==> src/hdl/baro_pkg.sv <==
// Package for the barometer compensation block: register indexes, conversion codes,
// datapath widths and the microcode ROM of the sequencer.
// No dependencies.
package baro_pkg;

	localparam int RAW_W   = 24;
	localparam int COEF_W  = 16;
	localparam int DT_W    = 26;
	localparam int SENS_W  = 35;
	localparam int OFF_W   = 36;
	localparam int MUL_A_W = 35;
	localparam int MUL_B_W = 25;
	localparam int PROD_W  = MUL_A_W + MUL_B_W;
	localparam int PC_W    = 4;
	localparam int IDX_W   = 3;

	localparam logic [15:0] TEMP_BASE = 16'd2000;

	// configuration register indexes
	localparam logic [IDX_W-1:0] REG_C1 = 3'd0;
	localparam logic [IDX_W-1:0] REG_C2 = 3'd1;
	localparam logic [IDX_W-1:0] REG_C3 = 3'd2;
	localparam logic [IDX_W-1:0] REG_C4 = 3'd3;
	localparam logic [IDX_W-1:0] REG_C5 = 3'd4;
	localparam logic [IDX_W-1:0] REG_C6 = 3'd5;

	// conversion request codes
	localparam logic [1:0] CONV_NONE        = 2'd0;
	localparam logic [1:0] CONV_PRESSURE    = 2'd1;
	localparam logic [1:0] CONV_TEMPERATURE = 2'd2;

	typedef enum logic [2:0] {
		OP_NOP,
		OP_DT,
		OP_MUL,
		OP_TEMP,
		OP_OFF,
		OP_SENS,
		OP_PRES,
		OP_END
	} op_t;

	typedef enum logic {
		A_DT,
		A_SENS
	} a_sel_t;

	typedef enum logic [1:0] {
		B_C3,
		B_C4,
		B_C6,
		B_RAW
	} b_sel_t;

	typedef enum logic [1:0] {
		J_NONE,
		J_ALWAYS,
		J_PH2,
		J_ODD
	} jump_t;

	typedef struct packed {
		op_t             op;
		a_sel_t          a_sel;
		b_sel_t          b_sel;
		jump_t           jump;
		logic [PC_W-1:0] target;
	} ucode_t;

	localparam logic [PC_W-1:0] PC_PRESSURE = 4'd5;
	localparam logic [PC_W-1:0] PC_END      = 4'd11;

	// Program: dispatch on phase, temperature path, pressure path, common end step.
	function automatic ucode_t ucode_rom(input logic [PC_W-1:0] pc);
		ucode_t w;
		w = '{op: OP_END, a_sel: A_DT, b_sel: B_C3, jump: J_NONE, target: PC_END};
		case (pc)
			4'd0:  w = '{op: OP_NOP,  a_sel: A_DT,   b_sel: B_C3,  jump: J_PH2,
				target: PC_PRESSURE};
			4'd1:  w = '{op: OP_NOP,  a_sel: A_DT,   b_sel: B_C3,  jump: J_ODD,
				target: PC_END};
			4'd2:  w = '{op: OP_DT,   a_sel: A_DT,   b_sel: B_C3,  jump: J_NONE,
				target: PC_END};
			4'd3:  w = '{op: OP_MUL,  a_sel: A_DT,   b_sel: B_C6,  jump: J_NONE,
				target: PC_END};
			4'd4:  w = '{op: OP_TEMP, a_sel: A_DT,   b_sel: B_C3,  jump: J_ALWAYS,
				target: PC_END};
			4'd5:  w = '{op: OP_MUL,  a_sel: A_DT,   b_sel: B_C4,  jump: J_NONE,
				target: PC_END};
			4'd6:  w = '{op: OP_OFF,  a_sel: A_DT,   b_sel: B_C3,  jump: J_NONE,
				target: PC_END};
			4'd7:  w = '{op: OP_MUL,  a_sel: A_DT,   b_sel: B_C3,  jump: J_NONE,
				target: PC_END};
			4'd8:  w = '{op: OP_SENS, a_sel: A_DT,   b_sel: B_C3,  jump: J_NONE,
				target: PC_END};
			4'd9:  w = '{op: OP_MUL,  a_sel: A_SENS, b_sel: B_RAW, jump: J_NONE,
				target: PC_END};
			4'd10: w = '{op: OP_PRES, a_sel: A_DT,   b_sel: B_C3,  jump: J_NONE,
				target: PC_END};
			default: w = '{op: OP_END, a_sel: A_DT,  b_sel: B_C3,  jump: J_NONE,
				target: PC_END};
		endcase
		return w;
	endfunction

endpackage

==> src/hdl/baro_pressure_temp_compensation_top.sv <==
// Top level of the barometer pressure/temperature compensation block: config registers,
// microcoded sequencer, shared multiplier datapath and output register.
// Depends on baro_pkg.
//
//  channel | signals                                        | direction
//  --------+------------------------------------------------+----------
//  cfg     | cfg_valid, cfg_ready, cfg_index, cfg_data      | in
//  in      | in_valid, in_ready, adc_raw                    | in
//  out     | out_valid, out_ready, pressure_half,           | out
//          | temperature_low, start_conversion              |
//
// One input beat runs the microprogram from step 0 to the end step: odd phases go
// from the dispatch straight to the end step, phase 0 runs the temperature path and
// phase 2 the pressure path; one 35x25 multiplier, shared over the steps, sets their length.
// in_ready is high whenever no program is running; the end step holds while the
// output register still holds an untaken beat. cfg_ready is always high.
// Reset clears coefficients, phase and held values.
module baro_pressure_temp_compensation_top
(
	input  logic                    clk,
	input  logic                    arst_n,
	input  logic                    cfg_valid,
	output logic                    cfg_ready,
	input  logic [baro_pkg::IDX_W-1:0] cfg_index,
	input  logic [15:0]             cfg_data,
	input  logic                    in_valid,
	output logic                    in_ready,
	input  logic [23:0]             adc_raw,
	output logic                    out_valid,
	input  logic                    out_ready,
	output logic [15:0]             pressure_half,
	output logic [15:0]             temperature_low,
	output logic [1:0]              start_conversion
);
	import baro_pkg::*;

	logic [COEF_W-1:0] c1_q, c2_q, c3_q, c4_q, c5_q, c6_q;

	logic                    busy_q;
	logic [PC_W-1:0]         pc_q;
	logic [1:0]              phase_q;
	logic [RAW_W-1:0]        raw_q;
	logic signed [DT_W-1:0]  dt_q;
	logic signed [OFF_W-1:0] off_q;
	logic signed [SENS_W-1:0] sens_q;
	logic signed [PROD_W-1:0] prod_q;
	logic [15:0]             temp_q;
	logic [15:0]             pres_q;
	logic                    out_valid_q;
	logic [15:0]             pressure_half_q;
	logic [15:0]             temperature_low_q;
	logic [1:0]              start_conversion_q;

	ucode_t                  uw;
	logic                    taken;
	logic                    end_go;
	logic [PC_W-1:0]         pc_next;
	logic signed [MUL_A_W-1:0] mul_a;
	logic signed [MUL_B_W-1:0] mul_b;
	logic signed [PROD_W-1:0]  mul_p;
	logic signed [DT_W-1:0]    dt_next;
	logic signed [PROD_W-1:0]  sh23, sh7, sh8, sh21;
	logic [15:0]               temp_next;
	logic signed [OFF_W-1:0]   off_next;
	logic signed [SENS_W-1:0]  sens_next;
	logic signed [39:0]        p_diff;
	logic signed [39:0]        p_shift;
	logic [1:0]                conv;

	assign cfg_ready        = 1'b1;
	assign in_ready         = !busy_q;
	assign out_valid        = out_valid_q;
	assign pressure_half    = pressure_half_q;
	assign temperature_low  = temperature_low_q;
	assign start_conversion = start_conversion_q;

	assign uw = ucode_rom(pc_q);

	always_comb begin
		case (uw.jump)
			J_NONE:   taken = 1'b0;
			J_ALWAYS: taken = 1'b1;
			J_PH2:    taken = (phase_q == 2'd2);
			J_ODD:    taken = phase_q[0];
			default:  taken = 1'b0;
		endcase
		pc_next = taken ? uw.target : pc_q + 1'b1;
	end

	// end step completes only when the output slot is free or is being taken
	assign end_go = busy_q && (uw.op == OP_END) && (!out_valid_q || out_ready);

	always_comb begin
		case (uw.a_sel)
			A_DT:    mul_a = MUL_A_W'(dt_q);
			A_SENS:  mul_a = sens_q;
			default: mul_a = MUL_A_W'(dt_q);
		endcase
		case (uw.b_sel)
			B_C3:    mul_b = $signed({9'b0, c3_q});
			B_C4:    mul_b = $signed({9'b0, c4_q});
			B_C6:    mul_b = $signed({9'b0, c6_q});
			B_RAW:   mul_b = $signed({1'b0, raw_q});
			default: mul_b = $signed({9'b0, c3_q});
		endcase
	end

	assign mul_p = mul_a * mul_b;

	assign dt_next   = $signed({2'b0, raw_q}) - $signed({2'b0, c5_q, 8'b0});
	assign sh23      = prod_q >>> 23;
	assign sh7       = prod_q >>> 7;
	assign sh8       = prod_q >>> 8;
	assign sh21      = prod_q >>> 21;
	assign temp_next = sh23[15:0] + TEMP_BASE;
	assign off_next  = $signed({4'b0, c2_q, 16'b0}) + $signed(sh7[OFF_W-1:0]);
	assign sens_next = $signed({4'b0, c1_q, 15'b0}) + $signed(sh8[SENS_W-1:0]);
	assign p_diff    = $signed(sh21[39:0]) - 40'(off_q);
	assign p_shift   = p_diff >>> 15;

	always_comb begin
		case (phase_q)
			2'd0:    conv = CONV_PRESSURE;
			2'd2:    conv = CONV_TEMPERATURE;
			default: conv = CONV_NONE;
		endcase
	end

	always_ff @(posedge clk or negedge arst_n) begin
		if (!arst_n) begin
			c1_q <= '0;
			c2_q <= '0;
			c3_q <= '0;
			c4_q <= '0;
			c5_q <= '0;
			c6_q <= '0;
		end else if (cfg_valid && cfg_ready) begin
			case (cfg_index)
				REG_C1:  c1_q <= cfg_data;
				REG_C2:  c2_q <= cfg_data;
				REG_C3:  c3_q <= cfg_data;
				REG_C4:  c4_q <= cfg_data;
				REG_C5:  c5_q <= cfg_data;
				REG_C6:  c6_q <= cfg_data;
				default: ;
			endcase
		end
	end

	always_ff @(posedge clk or negedge arst_n) begin
		if (!arst_n) begin
			busy_q      <= 1'b0;
			pc_q        <= '0;
			phase_q     <= '0;
			dt_q        <= '0;
			temp_q      <= '0;
			pres_q      <= '0;
			out_valid_q <= 1'b0;
		end else begin
			if (out_valid_q && out_ready)
				out_valid_q <= 1'b0;
			if (!busy_q) begin
				if (in_valid) begin
					busy_q <= 1'b1;
					pc_q   <= '0;
				end
			end else if (uw.op == OP_END) begin
				if (end_go) begin
					busy_q      <= 1'b0;
					pc_q        <= '0;
					phase_q     <= phase_q + 1'b1;
					out_valid_q <= 1'b1;
				end
			end else begin
				pc_q <= pc_next;
				case (uw.op)
					OP_DT:   dt_q   <= dt_next;
					OP_TEMP: temp_q <= temp_next;
					OP_PRES: pres_q <= p_shift[16:1];
					default: ;
				endcase
			end
		end
	end

	// datapath payload registers
	always_ff @(posedge clk) begin
		if (in_valid && in_ready)
			raw_q <= adc_raw;
		if (busy_q) begin
			case (uw.op)
				OP_MUL:  prod_q <= mul_p;
				OP_OFF:  off_q  <= off_next;
				OP_SENS: sens_q <= sens_next;
				default: ;
			endcase
		end
		if (end_go) begin
			pressure_half_q    <= (phase_q == 2'd2) ? p_shift[16:1] : pres_q;
			temperature_low_q  <= temp_q;
			start_conversion_q <= conv;
		end
	end

endmodule

==> config.mk <==
export PLATFORM = sky130hd
export DESIGN_NAME = baro_pressure_temp_compensation_top
export DESIGN_NICKNAME = d
export VERILOG_FILES = /design/src/hdl/baro_pkg.sv /design/src/hdl/baro_pressure_temp_compensation_top.sv
export SDC_FILE = /design/constraint.sdc
export NUM_CORES = 2
export LEC_CHECK = 0
export ABC_CLOCK_PERIOD_IN_PS = 19240
export BUFFER_PORTS_ARGS = -buffer_cell sky130_fd_sc_hd__clkbuf_2
export CAP_MARGIN = 25
export CORE_ASPECT_RATIO = 1.25
export CORE_MARGIN = 2
export CORE_UTILIZATION = 60
export DETAILED_ROUTE_END_ITERATION = 8
export PLACE_DENSITY_LB_ADDON = 0.2
export SETUP_SLACK_MARGIN = 0.1
export SKIP_CTS_REPAIR_TIMING = 1
export SYNTH_ARGS = -nofsm -noshare
export SYNTH_HDL_FRONTEND = slang
export SYNTH_SLANG_ARGS = --single-unit
==> constraint.sdc <==
create_clock -name clk -period 19.24 [get_ports clk]
set_input_delay 2.886 -clock clk [delete_from_list [all_inputs] [get_ports clk]]
set_output_delay 2.886 -clock clk [all_outputs]
set_load 0.01 [all_outputs]
==> run_results.csv <==
group,metric,value,unit
timing,skew,0.0208,ns
place,place_area,44400,µm²
route,vias,31000,
clock_tree,cts_root_buf,"clkbuf_16",
yosys,synth_seq_cells,332,
clock_tree,cts_tree,"yes",
timing,setup_violations,0,
yosys,synthArstFlopShare,48.5,%
clock_tree,clock_sinks,332,
route,postRouteWirelength,121000,µm
critical_path,required,19.52,ns
critical_path,crit_arrival,11.02,ns
cells_and_area,diodes,0,
grt,grt_pass1_wl,189000,µm
critical_path,crit_path_max_fanout,35,
critical_path,worstPathBufferInverterCount,9,
critical_path,regToRegSetupSlack,8.50,ns
clock_tree,clk_pin_slew,0.06,ns
yosys,yosys.area.top_type,"fa_1",
clock_tree,cts_buffers,36,
yosys,syn_avg_cell_area,9.65,µm²
route,ant_nets,0,
yosys,yosys-top-cells-area,"fa_1 37%, edfxtp_1 12%, dfrtp_1 9.5%",
die,die_area,73200,µm²
place,dp_hpwl,94800,µm
timing,tightest_slew,1.04,ns
clock_tree,clk_latency,0.55,ns
yosys,synth_edf_count,171,
cells_and_area,final_nets,5516,
yosys,synthCells,4415,
yosys,netlist.area_leader.share,36.8,%
timing,slew_viol_final,0,
grt,grt_max_degree,105,
yosys,syn_nets,5477,
route,first_pass_iters,5,
die,die_x,242,µm
route,vias_per_cell,5.72,
grt,grt_pass1_vias,32800,
critical_path,path_class,"flop to flop",
critical_path,critPathMaxStageDelay,0.77,ns
die,fp.coreArea,70500,µm²
yosys,ys_warn_count,0,
clock_tree,clock_path_buffers,3,
critical_path,critical-path-top-delay-family,"adder cells",
route,drc,0,
place,place.gp.congestion,0.956,
timing,tns,0,ns
clock_tree,htreeDepth,2,
timing,fin_crit,10.74,ns
cells_and_area,finalInstanceArea,45600,µm²
yosys,ys.flop_type,"edfxtp_1",
timing,rsz0062_at_grt,"false",
timing,hold_violations,0,
yosys,ys_types,77,
critical_path,crit_path_frequent_cell,"fa_1",
cells_and_area,syn2layout_area_growth,7.14,%
die,initial_core_util,60.4,%
yosys,yosysSeqAreaShare,21.5,%
grt,grt_remaining_overflow,0,
flow_run,drv_cap,0,
critical_path,cp_slowest_cell,"a211oi_1",
route,drt_iter0_drc,2709,
status,status,"finished clean",
timing,fmax,93.1,MHz
timing,timing.final.crit_share,55.8,%
yosys,syn-cell-area,42600,µm²
route,wl_per_cell,22.3,µm
cells_and_area,fillers,5776,
critical_path,crit_path_start_kind,"flop",
critical_path,end_kind,"flop",
place,io_buffers,83,
die,die_h,302,µm
grt,antenna_found_initial,7,
grt,grt_usage,34.4,%
timing,maxSlewHeadroom,30.1,%
hold_path,min_path_type,"flop to flop",
cells_and_area,drive_above_1_share,9.06,%
die,ios,85,
die,rows,109,
## final cells by class
cell class / count / area (µm²) / share of cell area [%]
inverters: 1016 / 3810 / 8.36
clock inverters: 12 / 97.6 / 0.214
repair buffers: 163 / 1110 / 2.44
multi-input cells: 2905 / 29200 / 64.0
flip-flops and latches: 332 / 9160 / 20.1
well taps: 943 / 1180 / 2.58
clock buffers: 54 / 1040 / 2.28
## routing by layer
metal	GRT usage, %	vias up	wire (µm)
met5	0	-	11
met4	19.0	2	8380
met3	5.94	464	11200
met2	58.0	1559	58400
met1	42.5	15600	42900
li1	-	13400	-
## path summary, 6_finish.rpt
path / cells past startpoint / to / start
worst max register to register: 36 / prod_q[52]$_DFFE_PP_ / pc_q[2]$_DFFE_PN0P_
worst min-delay path: 0 / off_q[0]$_DFFE_PP_ / prod_q[7]$_DFFE_PP_
worst min register to register: 0 / off_q[0]$_DFFE_PP_ / prod_q[7]$_DFFE_PP_
max in group asynchronous: 3 / temp_q[6]$_DFFE_PN0P_ / arst_n
worst max-delay path: 36 / prod_q[52]$_DFFE_PP_ / pc_q[2]$_DFFE_PN0P_
min in group asynchronous: 1 / pres_q[4]$_DFFE_PN0P_ / arst_n
## kinds of logic (layout without fill, tap and decap cells)
logic type	Yosys count	after routing	share of synthesized area, %
buf+inv	1178	1245	10.4
xor+xnor	129	129	2.67
flops	332	332	21.5
mux	188	188	4.80
simple gates	1238	1238	11.8
compound gates	335	335	5.15
other cells	1	1	0.00880
fa+ha+maj	1014	1014	43.6
## cells in the final DEF, fill, tap and decap left out, types with 37 or more instances in the layout
master	n
edfxtp_1	171
a21oi_1	93
nor2_1	597
mux2_2	132
clkbuf_2	83
xnor2_1	89
a21o_1	48
inv_1	1016
o21ai_0	81
fa_1	784
ha_1	230
dfrtp_1	161
nand2_1	476
xor2_1	39
buf_4	71
clkbuf_16	37
## stage by stage
stage / setup slack, ns / util, % / cells / hold WS, ns
3_5_place_dp: 8.62 / 63.0 / 5353 / 0.407
3_3_place_gp: 8.79 / 62.9 / 5349 / 0.402
4_1_cts: 8.58 / 64.6 / 5419 / 0.421
5_1_grt: 7.80 / 64.7 / 5425 / 0.447
6_report: 8.50 / 64.7 / 5425 / 0.418
2_1_floorplan: 10.22 / - / 4415 / 0.400
## flip-flops by register name, summed over array words and instances (netlist names), 24 cells and up
name    cells
dt_q       25
prod_q     46
off_q      32
sens_q     35
raw_q      24
## cell usage after synthesis, types with 24 or more instances
library cell	n
o21ai_0	81
nand3_1	24
nor2_1	600
mux2i_1	56
edfxtp_1	171
xnor2_1	89
dfrtp_1	161
mux2_2	132
xor2_1	39
fa_1	784
nand2_1	476
a21oi_1	95
a21o_1	48
clkbuf_1	141
ha_1	230
inv_1	1016
nor3_1	29
Power is not shown: default switching activity piles up to over one toggle a cycle in this logic, so the estimate is an artifact.
